**config.mk**
```make
export PLATFORM = sky130hd
export DESIGN_NAME = bounded_array_list_engine
export DESIGN_NICKNAME = d
export VERILOG_FILES = /design/src/rtl/bale_pkg.sv /design/src/rtl/bounded_array_list_engine.sv
export SDC_FILE = /design/constraint.sdc
export NUM_CORES = 1
export LEC_CHECK = 0
export BUFFER_PORTS_ARGS = -buffer_cell sky130_fd_sc_hd__clkbuf_2
export CAP_MARGIN = 5
export CORE_UTILIZATION = 60
export DETAILED_ROUTE_END_ITERATION = 8
export MAX_ROUTING_LAYER = met4
export PLACE_DENSITY = 0.8
export SKIP_CTS_REPAIR_TIMING = 1
export SLEW_MARGIN = 20
export SYNTH_ARGS = -nofsm -noshare
export SYNTH_HDL_FRONTEND = slang
export SYNTH_SLANG_ARGS = --single-unit
```
**constraint.sdc**
```tcl
create_clock -name aclk -period 6.4 [get_ports aclk]
set_input_delay 0.96 -clock aclk [delete_from_list [all_inputs] [get_ports aclk]]
set_output_delay 0.96 -clock aclk [all_outputs]
set_load 0.05 [all_outputs]
```
**src/rtl/bale_pkg.sv**
```systemverilog
// Package for the bounded array list engine.
// Holds opcode and status codes and the fixed field widths of both streams.
// No dependencies.
package bale_pkg;

    localparam int OPCODE_W = 3;
    localparam int POS_W    = 8;
    localparam int DATA_W   = 32;
    localparam int STATUS_W = 2;
    localparam int LEN_W    = 5;

    // Stream payload widths, rounded up to whole bytes.
    localparam int S_TDATA_W = 48;
    localparam int M_TDATA_W = 40;
    localparam int M_PAD_W   = M_TDATA_W - STATUS_W - DATA_W - LEN_W;

    typedef enum logic [OPCODE_W-1:0] {
        OP_GET    = 3'd0,
        OP_SET    = 3'd1,
        OP_APPEND = 3'd2,
        OP_INSERT = 3'd3,
        OP_DELETE = 3'd4
    } bale_op_t;

    typedef enum logic [STATUS_W-1:0] {
        ST_OK     = 2'd0,
        ST_BOUNDS = 2'd1,
        ST_FULL   = 2'd2
    } bale_status_t;

endpackage

```
**src/rtl/bounded_array_list_engine.sv**
```systemverilog
// Top level of the bounded array list engine.
// Elements live in one synchronous memory; a sequencer shifts them on insert and delete.
// Depends on bale_pkg.
//
//  channel | dir | handshake          | payload, lowest bit first
//  --------+-----+--------------------+--------------------------------------------
//  s_      | in  | s_tvalid, s_tready | s_tdata: opcode[2:0] position[10:3] value[42:11]
//  m_      | out | m_tvalid, m_tready | m_tdata: status[1:0] read_data[33:2] length[38:34]
//
// On the way to the internal result slot, set, append, refused and unknown operations finish
// on acceptance; get passes GET_WAIT; a shifting insert passes SHIFT, WB_LAST and INS_VAL,
// a shifting delete SHIFT and WB_LAST. The single memory read port moves one element per cycle.
// A new transaction is taken once the previous result has left the internal result slot,
// which happens while an earlier result may still wait at the output.
// Reset (aresetn low, synchronous) empties the list; memory contents are not cleared.
module bounded_array_list_engine
    import bale_pkg::*;
#(
    parameter int CAPACITY = 16
) (
    input  logic                 aclk,
    input  logic                 aresetn,
    input  logic                 s_tvalid,
    output logic                 s_tready,
    // opcode[2:0], position[10:3], value[42:11], zero[47:43]
    input  logic [S_TDATA_W-1:0] s_tdata,
    output logic                 m_tvalid,
    input  logic                 m_tready,
    // status[1:0], read_data[33:2], length[38:34], zero[39]
    output logic [M_TDATA_W-1:0] m_tdata
);

    localparam int IDX_W = (CAPACITY > 1) ? $clog2(CAPACITY) : 1;
    localparam int CNT_W = $clog2(CAPACITY + 1);
    localparam int CMP_W = (CNT_W > POS_W) ? CNT_W : POS_W;

    typedef enum logic [2:0] {
        IDLE,
        GET_WAIT,
        SHIFT,
        WB_LAST,
        INS_VAL
    } state_t;

    // Element memory with a registered read port.
    logic [DATA_W-1:0] mem [CAPACITY];
    logic              mem_we;
    logic [IDX_W-1:0]  mem_waddr;
    logic [DATA_W-1:0] mem_wdata;
    logic              mem_re;
    logic [IDX_W-1:0]  mem_raddr;
    logic [DATA_W-1:0] mem_rdata_reg;

    state_t            state_reg, state_next;
    logic [CNT_W-1:0]  count_reg, count_next;
    logic [IDX_W-1:0]  rd_ptr_reg, rd_ptr_next;
    logic [IDX_W-1:0]  stop_reg, stop_next;
    logic [DATA_W-1:0] val_reg, val_next;
    logic              up_reg, up_next;
    logic              wb_valid_reg, wb_valid_next;
    logic [IDX_W-1:0]  wb_addr_reg, wb_addr_next;

    logic                res_valid_reg, res_valid_next;
    logic [STATUS_W-1:0] res_status_reg, res_status_next;
    logic [DATA_W-1:0]   res_rdata_reg, res_rdata_next;
    logic [LEN_W-1:0]    res_len_reg, res_len_next;

    logic                m_valid_reg, m_valid_next;
    logic [STATUS_W-1:0] m_status_reg, m_status_next;
    logic [DATA_W-1:0]   m_rdata_reg, m_rdata_next;
    logic [LEN_W-1:0]    m_len_reg, m_len_next;

    logic [OPCODE_W-1:0] in_op;
    logic [POS_W-1:0]    in_pos;
    logic [DATA_W-1:0]   in_val;
    logic [CMP_W-1:0]    pos_ext;
    logic [CMP_W-1:0]    cnt_ext;
    logic [IDX_W-1:0]    pos_idx;
    logic [IDX_W-1:0]    cnt_idx;
    logic                accept;
    logic                full;
    logic                fin;
    logic [STATUS_W-1:0] fin_status;
    logic [DATA_W-1:0]   fin_rdata;

    assign in_op   = s_tdata[OPCODE_W-1:0];
    assign in_pos  = s_tdata[OPCODE_W +: POS_W];
    assign in_val  = s_tdata[OPCODE_W+POS_W +: DATA_W];
    assign pos_ext = CMP_W'(in_pos);
    assign cnt_ext = CMP_W'(count_reg);
    assign pos_idx = in_pos[IDX_W-1:0];
    assign cnt_idx = count_reg[IDX_W-1:0];
    assign full    = (count_reg == CNT_W'(CAPACITY));

    assign s_tready = (state_reg == IDLE) && !res_valid_reg;
    assign accept   = s_tvalid && s_tready;
    assign m_tvalid = m_valid_reg;
    assign m_tdata  = {{M_PAD_W{1'b0}}, m_len_reg, m_rdata_reg, m_status_reg};

    always_comb begin
        state_next      = state_reg;
        count_next      = count_reg;
        rd_ptr_next     = rd_ptr_reg;
        stop_next       = stop_reg;
        val_next        = val_reg;
        up_next         = up_reg;
        wb_valid_next   = wb_valid_reg;
        wb_addr_next    = wb_addr_reg;
        res_valid_next  = res_valid_reg;
        res_status_next = res_status_reg;
        res_rdata_next  = res_rdata_reg;
        res_len_next    = res_len_reg;
        m_valid_next    = m_valid_reg;
        m_status_next   = m_status_reg;
        m_rdata_next    = m_rdata_reg;
        m_len_next      = m_len_reg;
        mem_we          = 1'b0;
        mem_waddr       = '0;
        mem_wdata       = '0;
        mem_re          = 1'b0;
        mem_raddr       = '0;
        fin             = 1'b0;
        fin_status      = ST_OK;
        fin_rdata       = '0;

        // Move a finished result into the output register when it is free.
        if (res_valid_reg && (!m_valid_reg || m_tready)) begin
            m_valid_next   = 1'b1;
            m_status_next  = res_status_reg;
            m_rdata_next   = res_rdata_reg;
            m_len_next     = res_len_reg;
            res_valid_next = 1'b0;
        end else if (m_tready) begin
            m_valid_next = 1'b0;
        end

        case (state_reg)
            IDLE: begin
                if (accept) begin
                    case (in_op)
                        OP_GET: begin
                            if (pos_ext < cnt_ext) begin
                                mem_re     = 1'b1;
                                mem_raddr  = pos_idx;
                                state_next = GET_WAIT;
                            end else begin
                                fin        = 1'b1;
                                fin_status = ST_BOUNDS;
                            end
                        end
                        OP_SET: begin
                            fin = 1'b1;
                            if (pos_ext < cnt_ext) begin
                                mem_we    = 1'b1;
                                mem_waddr = pos_idx;
                                mem_wdata = in_val;
                            end else begin
                                fin_status = ST_BOUNDS;
                            end
                        end
                        OP_APPEND: begin
                            fin = 1'b1;
                            if (full) begin
                                fin_status = ST_FULL;
                            end else begin
                                mem_we     = 1'b1;
                                mem_waddr  = cnt_idx;
                                mem_wdata  = in_val;
                                count_next = count_reg + 1'b1;
                            end
                        end
                        OP_INSERT: begin
                            if (full) begin
                                fin        = 1'b1;
                                fin_status = ST_FULL;
                            end else if (pos_ext > cnt_ext) begin
                                fin        = 1'b1;
                                fin_status = ST_BOUNDS;
                            end else if (pos_ext == cnt_ext) begin
                                fin        = 1'b1;
                                mem_we     = 1'b1;
                                mem_waddr  = pos_idx;
                                mem_wdata  = in_val;
                                count_next = count_reg + 1'b1;
                            end else begin
                                // Move elements up, starting at the top one.
                                count_next    = count_reg + 1'b1;
                                rd_ptr_next   = cnt_idx - 1'b1;
                                stop_next     = pos_idx;
                                val_next      = in_val;
                                up_next       = 1'b1;
                                wb_valid_next = 1'b0;
                                state_next    = SHIFT;
                            end
                        end
                        OP_DELETE: begin
                            if (pos_ext >= cnt_ext) begin
                                fin        = 1'b1;
                                fin_status = ST_BOUNDS;
                            end else if (pos_ext == cnt_ext - 1'b1) begin
                                fin        = 1'b1;
                                count_next = count_reg - 1'b1;
                            end else begin
                                // Move elements down, starting just above the hole.
                                count_next    = count_reg - 1'b1;
                                rd_ptr_next   = pos_idx + 1'b1;
                                stop_next     = IDX_W'(count_reg - 1'b1);
                                up_next       = 1'b0;
                                wb_valid_next = 1'b0;
                                state_next    = SHIFT;
                            end
                        end
                        default: begin
                            fin = 1'b1;
                        end
                    endcase
                end
            end
            GET_WAIT: begin
                fin        = 1'b1;
                fin_rdata  = mem_rdata_reg;
                state_next = IDLE;
            end
            SHIFT: begin
                // Each write stores the element read in the previous cycle and never targets the
                // address being read in the same cycle.
                if (wb_valid_reg) begin
                    mem_we    = 1'b1;
                    mem_waddr = wb_addr_reg;
                    mem_wdata = mem_rdata_reg;
                end
                mem_re        = 1'b1;
                mem_raddr     = rd_ptr_reg;
                wb_valid_next = 1'b1;
                wb_addr_next  = up_reg ? rd_ptr_reg + 1'b1 : rd_ptr_reg - 1'b1;
                if (rd_ptr_reg == stop_reg) begin
                    state_next = WB_LAST;
                end else begin
                    rd_ptr_next = up_reg ? rd_ptr_reg - 1'b1 : rd_ptr_reg + 1'b1;
                end
            end
            WB_LAST: begin
                mem_we        = 1'b1;
                mem_waddr     = wb_addr_reg;
                mem_wdata     = mem_rdata_reg;
                wb_valid_next = 1'b0;
                if (up_reg) begin
                    state_next = INS_VAL;
                end else begin
                    fin        = 1'b1;
                    state_next = IDLE;
                end
            end
            INS_VAL: begin
                mem_we     = 1'b1;
                mem_waddr  = stop_reg;
                mem_wdata  = val_reg;
                fin        = 1'b1;
                state_next = IDLE;
            end
            default: begin
                state_next = IDLE;
            end
        endcase

        if (fin) begin
            res_valid_next  = 1'b1;
            res_status_next = fin_status;
            res_rdata_next  = fin_rdata;
            res_len_next    = LEN_W'(count_next);
        end
    end

    always_ff @(posedge aclk) begin
        if (mem_we) begin
            mem[mem_waddr] <= mem_wdata;
        end
        if (mem_re) begin
            mem_rdata_reg <= mem[mem_raddr];
        end
    end

    always_ff @(posedge aclk) begin
        if (!aresetn) begin
            state_reg     <= IDLE;
            count_reg     <= '0;
            wb_valid_reg  <= 1'b0;
            res_valid_reg <= 1'b0;
            m_valid_reg   <= 1'b0;
        end else begin
            state_reg     <= state_next;
            count_reg     <= count_next;
            wb_valid_reg  <= wb_valid_next;
            res_valid_reg <= res_valid_next;
            m_valid_reg   <= m_valid_next;
        end
        rd_ptr_reg     <= rd_ptr_next;
        stop_reg       <= stop_next;
        val_reg        <= val_next;
        up_reg         <= up_next;
        wb_addr_reg    <= wb_addr_next;
        res_status_reg <= res_status_next;
        res_rdata_reg  <= res_rdata_next;
        res_len_reg    <= res_len_next;
        m_status_reg   <= m_status_next;
        m_rdata_reg    <= m_rdata_next;
        m_len_reg      <= m_len_next;
    end

endmodule

```
# Yosys cells after proc, flatten, opt, wreduce, memory -nomap -nowiden
# Memory sizes are Yosys's and may differ from the RTL's. A register that Yosys moved wholly into a read port is not among the register bits.
# Cells that the tools add are included.
dict set report word_totals {
  register_bits 134
  ramBits 512
  in_bits 52
  output_inout_bits 42
  memories 1
}
# name words word_bits read_ports rd_ports_with_merged_regs write_ports line_no
set mem_list {}
lappend mem_list {mem 16 32 1 1 1 bounded_array_list_engine.sv:46} ;# logic [DATA_W-1:0] mem [CAPACITY];
dict set report classes {
  n_reduce_logical 22
  order_cmp 3
  eq_ne 28
  addsub 7
  n_bitwise 3
  mux 101
}
# op count
set ops {}
lappend ops {{two-way mux 32 bit} 7}
lappend ops {{one-hot mux 32 bit (4 select lines)} 1}
lappend ops {{one-hot mux 32 bit (3 select lines)} 1}
lappend ops {{two-way mux 4 bit} 23}
lappend ops {{two-way mux 1 bit} 34}
lappend ops {{one-hot mux 4 bit (2 select lines)} 4}
lappend ops {{two-way mux 5 bit} 6}
lappend ops {{two-way mux 3 bit} 9}
lappend ops {{!= test 3 bit (second input constant)} 6}
lappend ops {{one-hot mux 3 bit (3 select lines)} 2}
lappend ops {{AND reduction 9 bit} 2}
lappend ops {{!= test 2 bit (second input constant)} 8}
lappend ops {{one-hot mux 4 bit (4 select lines)} 1}
lappend ops {{AND reduction 8 bit} 2}
lappend ops {{one-hot mux 1 bit (3 select lines)} 5}
lappend ops {{one-hot mux 5 bit (3 select lines)} 1}
lappend ops {{== test 3 x 2 -> 1 bit (second input constant)} 4}
lappend ops {{one-hot mux 4 bit (3 select lines)} 1}
lappend ops {{adder 4 x 1 -> 4 bit (second input constant)} 2}
lappend ops {{== test 8 x 5 -> 1 bit} 1}
lappend ops {{== test 8 bit} 1}
lappend ops {{>= comparator 8 x 5 -> 1 bit} 1}
lappend ops {{greater-than comparator 8 x 5 -> 1 bit} 1}
lappend ops {{< comparator 8 x 5 -> 1 bit} 1}
lappend ops {{23 further kinds} 40}

# Longest topological paths before layout
# Gate-level depths: netlist of the first run.
dict set report depth {
  ltp_word 9
  depth_mapped 12
}

# Least setup slack after synthesis of the first run
# OpenSTA, ideal clock, no wires.
dict set report synth_path {
  path_type {input -> register}
  startpoint {in s_tdata[6]}
  endpoint {mem mem[5][0], enable pin}
  arrival_ps 4865
  t_required_ps 5932
  path_slack_ps 1067
  stages 8
  path_cell_list {ha_1 > a21o_1 > a21oi_1 > nand3_1 > a21oi_1 > a21boi_1 > nand2b_1 > nor3b_1}
}
dict set report synth_between {
  elab_chain_len 9
}
# element line_no
set synth_rtl {}
lappend synth_rtl {{start, declared} bounded_array_list_engine.sv:26} ;# input logic [S_TDATA_W-1:0] s_tdata,
lappend synth_rtl {{branches (longest 9 deep; another with greater-than comparator 8 x 5 -> 1 bit)} n/a}
lappend synth_rtl {{end, declared} bounded_array_list_engine.sv:46}
# Parallel ways; which one is timed is not known.

# Final worst setup path of the first run
dict set report layout_path {
  startpoint {reg count_reg[0]}
  endpoint {mem mem[4][10], enable pin}
}
dict set report layout_between {
  elab_chain_len 9
}
# element line_no
set layout_rtl {}
lappend layout_rtl {{start, declared} bounded_array_list_engine.sv:55} ;# logic [CNT_W-1:0] count_reg, count_next;
lappend layout_rtl {{start signal, assigned} bounded_array_list_engine.sv:292} ;# count_reg <= count_next;
lappend layout_rtl {{branches (longest 9 deep; another with greater-than comparator 8 x 5 -> 1 bit)} n/a}
# Parallel ways; which one is timed is not known.

==> summary.txt, run 1 <==
Power
  • Total power: 9220 uW
  • LEAKAGE: 0.0117 uW
  • Worst vdd ir: 249 uV
  • PwrDens: between 300 and 400 nW/um^2

STA
  • Final setup TNS: 0 ps
  • Max Clk Rate: about 0.21 GHz
  • Final period util: about three quarters
  • RSZ-0062 raised after global routing: false
  • Skew final: about 22 ps
  • Rel. slew slack: between 20% and 30%
  • Worst Tran Pin Value: 1100 ps
  • Hold Fails Final Rpt: 0
  • Max-slew violations: 0
  • Final setup vio count: 0
  • Final min period: around 4900 ps

Flow run
  • Max_cap viols: 0

Critical path
  • Slowest cell on the critical path: nor2_4
  • CP Launch Type: register
  • CP most frequent cell: ha_1
  • CP arrival: approximately 5000 ps
  • Crit path cell chain: inv_1 -> ha_1 -> nor3b_1 -> and2_1 -> inv_2 -> ha_1 -> a222oi_1 -> a21boi_0 -> nand3_1 -> nor2_4 -> buf_4
  • Critical Path Fanout Max: 17
  • Critical Path RT: between 6000 and 7000 ps
  • WS Path Type: register to register
  • Slowest stage delay, CP: 690 ps
  • R2R cell count: 11
  • Critical Path Sink Type: register

Die
  • Die Area: 45,300 sq um
  • IO Count: 94
  • Core ar.: about 43,000 sq um
  • Die extent in y: between 200 and 250 um
  • Starting Density: about three fifths
  • Die W: 213 um
  • Number of placement rows: 76

Run status
  • Status: finished, final reports clean

CTS
  • Total CTS buffers: 67
  • Clock root buffer: clkbuf_16
  • Longest Clk Path Bufs: 3
  • # H-tree levels: 3
  • Worst skew pair latency: roughly 590 ps
  • Clock Sink Count: about 680
  • CTS tree: done
  • Worst-path clk slew: ~60 ps

Final layout
  • Layout Utilization: 69.3%
  • N_diodes: 0
  • Ratio of cells with drive above 1 in the final layout: 14.9%
  • Largest reg by FF count: mem
  • Layout Area Growth over Synthesis: 13.0%
  • Max reg flops: around 510
  • Final net count: between 1,500 and 2,000

Global route
  • Initial antenna violation count: 0
  • GR Overflow Total: 0
  • Vias in the first global route: ~15,000
  • GRT Total Usage: about 28%
  • First-pass GRT wire length: between 80,000 and 90,000 um
  • Largest net degree at the start of global routing: about 130

Synthesis
  • Synth Instances: 1,549
  • Avg Cell Area, Syn: between 15 and 20 sq um
  • Top FF cell, synth: edfxtp_1
  • Area leader, netlist: edfxtp_1
  • Yosys top cell area share: about three quarters
  • Yosys warns: 0
  • Post-synth EDFFs: approximately 670
  • Mapped cell area: between 20,000 and 30,000 sq um
  • Yosys cell types: 64
  • #FFs+latches synth: 678
  • Largest cells by area after synthesis: edfxtp_1 75%, mux2i_1 9.8%, o22ai_1 3.1%
  • Post-synthesis sequential area ratio: between 70% and 80%
  • Mapped Nets: roughly 1,600
  • Ys async rst share: 0%

Placed design
  • Port Buffer Count: 87
  • RePlAce Congestion: 0.913
  • Dpl hpwl: 33,700 um

Detailed routing
  • Vias after detailed routing: between 10,000 and 15,000
  • Antenna-violating nets left: 0
  • Routed WL: 60,300 um
  • Iter 0 DRT Violations: approximately 1,600
  • Drt wl/cell: approximately 26 um
  • DRT Pass-1 Iters: 6
  • Number of vias per cell: between 6 and 7
  • DRC: 0

Min path
  • Hold depth: 0
  • Worst hold path class: register to register
[logic make-up (layout without fill, tap and decap cells)]
family / Yosys count / in the layout / share of synthesized area, %
flops: 678 / 678 / 76.0
mux: 262 / 262 / 9.84
compound gates: 243 / 243 / 6.37
simple gates: 200 / 200 / 4.29
buf+inv: 136 / 296 / 2.41
xor+xnor: 18 / 18 / 0.591
fa+ha+maj: 11 / 11 / 0.516
other cells: 1 / 1 / 0.0141
[cells in the final DEF (no fill, tap or decap), types with 5 or more instances in the layout]
master | synthesis | final
nor2_4 | 0 | 13
inv_1 | 46 | 46
dfxtp_1 | 11 | 11
edfxtp_1 | 667 | 667
or4_1 | 33 | 33
and2_1 | 37 | 37
xnor2_1 | 13 | 13
a21oi_1 | 20 | 20
ha_1 | 11 | 11
clkbuf_16 | 0 | 69
xor2_1 | 5 | 5
o22ai_1 | 130 | 130
clkinv_2 | 0 | 8
clkbuf_2 | 0 | 87
mux2i_1 | 262 | 262
a222oi_1 | 35 | 35
clkinv_1 | 2 | 18
nor2_1 | 30 | 17
buf_4 | 13 | 36
clkbuf_1 | 55 | 11
nor3_1 | 16 | 14
o21ai_0 | 16 | 15
and3_1 | 5 | 5
nand3_1 | 13 | 13
bufinv_16 | 0 | 8
nand2b_1 | 10 | 10
nand2_1 | 29 | 28
[cells in the mapped netlist, drive strengths merged, types with 3 or more instances]
master / instances
a222oi: 35
a21oi: 20
or3: 4
a21boi: 3
o21ai: 19
nor3: 16
a21o: 3
ha: 11
nor4: 3
nand3: 13
or2: 3
dfxtp: 11
xnor2: 13
a211oi: 4
and3: 5
o22ai: 130
or4: 33
nand2b: 10
a22oi: 3
nand2: 29
edfxtp: 667
nor2: 30
inv: 47
clkbuf: 55
a31oi: 4
mux2i: 262
xor2: 5
nor3b: 4
nor2b: 5
and2: 37
buf: 32
[per-stage QoR]
| stage | instance area, sq um | cells | hold slack (ps) | setup slack (ps) |
|---|---|---|---|---|
| 4_1_cts | 30100 | 2293 | 415 | 1630 |
| 5_1_grt | 30100 | 2294 | 415 | 1420 |
| 3_3_place_gp | 27900 | 2173 | 401 | 1580 |
| 2_1_floorplan | 26700 | 1549 | 400 | 1070 |
| 3_5_place_dp | 27900 | 2173 | 405 | 1470 |
| 6_report | 30100 | 2294 | 417 | 1540 |
[critical path: cells and delay by family, from the launching register on]
| family | cells | cell delay [ps] |
|---|---|---|
| and+or+nand+nor | 4 | 2070 |
| DFF | 1 | 400 |
| AOI/OAI and AO/OA | 2 | 880 |
| adders and majority gates | 2 | 470 |
| buffers and inverters | 3 | 690 |
[final timing paths]
check	startpoint	to	slack (ps)
worst max-delay path	count_reg[0]$_SDFF_PN0_	mem[4][10]$_DFFE_PP_	1540
worst min-delay path	res_len_reg[2]$_DFFE_PP_	m_len_reg[2]$_DFFE_PP_	420
worst max register to register	count_reg[0]$_SDFF_PN0_	mem[4][10]$_DFFE_PP_	1540
worst min register to register	res_len_reg[2]$_DFFE_PP_	m_len_reg[2]$_DFFE_PP_	420
[metal layers]
layer | vias to the layer above | GRT usage (%) | wire length, um
li1 | 6433 | - | -
met1 | 7345 | 36.4 | 23300
met4 | 0 | 11.8 | 2370
met3 | 158 | 4.71 | 5160
met2 | 787 | 44.7 | 29400
met5 | - | - | 0
[power breakdown]
part / switching [uW] / total (uW) / internal [uW]
registers: 26.5 / 4950 / 4920
logic: 277 / 386 / 109
clock network: 1580 / 3890 / 2300
[area by class of cell]
| class | instances | area, sq um |
|---|---|---|
| clock buffers | 80 | 1770 |
| clock inverters | 40 | 423 |
| fillers | 2720 | 13300 |
| inverters | 49 | 184 |
| multi-input cells | 735 | 5960 |
| flip-flops and latches | 678 | 20200 |
| well taps | 585 | 732 |
| repair buffers | 127 | 793 |
Note: power is estimated with default switching activity, not from simulation.
==> run 2: changes to the inputs <==
==> constraint.sdc (replaced) <==
create_clock -name aclk -period 5.1 [get_ports aclk]
set_input_delay 0.765 -clock aclk [delete_from_list [all_inputs] [get_ports aclk]]
set_output_delay 0.765 -clock aclk [all_outputs]
set_load 0.05 [all_outputs]
==> run 2 against run 1 <==
Routed wire length rose by 2.7%. Global-route usage rose by 0.64 points. Critical endpoint is now mem[6][28]$_DFFE_PP_. Combinational power rose by 27%.
==> summary.txt, run 2 (synthesis gave the netlist of run 1 again) <==
Global route
  • GRT Total Usage: 28.8% (+0.64 points)
  • Initial antenna violation count: 1 (+1)
  • Largest net degree at the start of global routing: 81 (-37%)
  • Vias in the first global route: 14,800 (+1.0%)
  • First-pass GRT wire length: 90,900 um (+1.8%)
  • GR Overflow Total: 0 (unchanged)

Final layout
  • Commonest non-fill, non-tap cell in the layout: edfxtp_1
  • Finished Layout Cells: 2,295 (+0.044%)
  • Ratio of cells with drive above 1 in the final layout: 14.6% (-0.23 points)
  • Layout Utilization: 69.1% (-0.21 points)
  • Final net count: 1,723 (+0.12%)
  • FILL cells: 2,741 (+0.77%)
  • Max reg flops: 512 (unchanged)
  • Largest reg by FF count: mem
  • Layout Area Growth over Synthesis: 12.6%
  • Most frequent cells in the layout: 667 x edfxtp_1, 262 x mux2i_1, 130 x o22ai_1

Detailed routing
  • Met3 routed WL: 5740 um (+11%)
  • Number of vias per cell: 6.54 (+2.0%)
  • Metal2 WL: 30,100 um (+2.1%)
  • Vias after detailed routing: 15,000 (+2.0%)
  • M1 wire length: 23,900 um (+2.4%)
  • Top Metal Used: met4
  • Antenna-violating nets left: 0 (unchanged)
  • Drt wl/cell: 27.0 um (+2.6%)
  • Routed WL: 61,900 um (+2.7%)
  • DRT Pass-1 Iters: 6 (unchanged)
  • DRC: 0 (unchanged)
  • Iter 0 DRT Violations: 1,718 (+8.8%)

Critical path
  • Critical Path Fanout Max: 13 (-4)
  • Slowest stage delay, CP: 650 ps (-40 ps)
  • Total number of cells along the worst setup path: 11 (unchanged)
  • CP most frequent cell: ha_1
  • WS Path Type: register to register
  • Slowest cell on the critical path: a21boi_0
  • Critical Path Sink Type: register
  • Crit path cell chain: inv_1 -> ha_1 -> nor3b_1 -> and2_1 -> inv_2 -> ha_1 -> a222oi_1 -> a21boi_0 -> nand2b_1 -> nor2_4 -> buf_4
  • R2R cell count: 11 (unchanged)
  • CP Buf/Inv Count: 3 (unchanged)
  • CP Launch Type: register
  • CP arrival: 4700 ps (-410 ps)
  • Critical Path RT: 5380 ps (-1270 ps)
  • Crit path max-delay family: simple AND/OR/NAND/NOR gates

STA
  • Final period util: 86.7% (+11 points)
  • Final setup vio count: 0 (unchanged)
  • Worst Tran Pin Value: 1010 ps (-88.5 ps)
  • Max-slew violations: 0 (unchanged)
  • RSZ-0062 raised after global routing: false
  • Final setup TNS: 0 ps (unchanged)
  • Final min period: 4420 ps (-440 ps)
  • Hold Fails Final Rpt: 0 (unchanged)
  • PnR worst setup slack: 680 ps (-860 ps)
  • Skew final: 12.3 ps (-9.93 ps)
  • Max Clk Rate: 0.226 GHz (+9.9%)
  • Rel. slew slack: 32.2% (+5.6 points)

Die
  • Die Area: 45,300 sq um (unchanged)
  • Number of placement rows: 76 (unchanged)
  • Die extent in y: 213 um (unchanged)
  • Die W: 213 um (unchanged)
  • Starting Density: 61.3% (unchanged)
  • IO Count: 94 (unchanged)
  • Core ar.: 43,500 sq um (unchanged)

Min path
  • Hold depth: 1 (+1)
  • Worst hold path class: input pin to register

CTS
  • Clock Sink Count: 678 (unchanged)
  • Worst skew pair latency: 620 ps (+30 ps)
  • Worst-path clk slew: 60 ps (about the same)
  • # H-tree levels: 2 (-1)
  • CTS tree: done
  • Clock root buffer: clkbuf_16
  • Longest Clk Path Bufs: 3 (unchanged)
  • Total CTS buffers: 61 (-9.0%)

Placed design
  • DP Worst Slack: 723 ps (-751 ps)
  • RePlAce Congestion: 0.861 (-5.7%)
  • Dpl hpwl: 32,900 um (-2.5%)
  • Placed cell count: 2,182 (+0.41%)
  • Port Buffer Count: 87 (unchanged)

Flow run
  • Max_cap viols: 0 (unchanged)

Power
  • LEAKAGE: 0.0116 uW (-0.64%)
  • Worst vdd ir: 422 uV (+69%)
  • PwrDens: 369 nW/um^2 (+20%)

Run status
  • Status: finished, final reports clean
## run 2: changes by cell type in the layout (fill, tap and decap cells not counted), moves of 2 or more
cell | previous run | this run
buf_12 | 3 | 17
buf_4 | 36 | 31
bufinv_16 | 8 | 4
clkbuf_16 | 69 | 62
clkinv_1 | 18 | 20
clkinv_2 | 8 | 11
inv_6 | 3 | 1
## run 2: cell type report
type	count	area (sq um)	share of cell area, %
Antenna cell	1	2.50	0.00834
Multi-Input combinational cell	735	5950	19.8
Clock inverter	38	292	0.971
Tap cell	585	732	2.44
Sequential cell	678	20200	67.5
Timing Repair Buffer	135	1010	3.36
Inverter	49	184	0.613
Clock buffer	74	1600	5.32
## run 2: final timing paths
path                                        from                        to  slack (ps)
setup / recovery         count_reg[1]$_SDFF_PN0_      mem[6][28]$_DFFE_PP_         680
hold / removal                       s_tdata[29]     val_reg[18]$_DFFE_PP_         340
setup reg to reg         count_reg[1]$_SDFF_PN0_      mem[6][28]$_DFFE_PP_         680
hold reg to reg   res_rdata_reg[7]$_SDFFCE_PP0P_  m_rdata_reg[7]$_DFFE_PP_         420
## run 2: worst reg2reg max path, stage by stage (launching register included)
cell and delay, ps:
dfxtp_1 370, inv_1 150, ha_1 260, nor3b_1 450, and2_1 270, inv_2 110
ha_1 210, a222oi_1 230, a21boi_0 650, nand2b_1 420, nor2_4 580, buf_4 400
## run 2: routing by layer
layer  vias to the layer above  track usage [%]
met4                         0             11.7
met1                      7532             37.6
met2                       895             45.8
met5                         -                -
li1                       6423                -
met3                       170             4.52
## run 2: power breakdown
group          internal, uW  leakage [uW]  total (uW)  switching [uW]
clock                  2420      0.000922        4360            1940
combinational           142       0.00476         492             350
sequential             6180       0.00589        6210            33.7
## run 2: metrics by stage
stage / hold slack [ps] / power (uW) / area (sq um)
2_1_floorplan: 400 / 6650 / 26700
3_3_place_gp: 401 / 6800 / 28100
3_5_place_dp: 405 / 6810 / 28100
4_1_cts: 313 / 11100 / 30000
5_1_grt: 323 / 11300 / 30000
6_report: 343 / 11100 / 30000
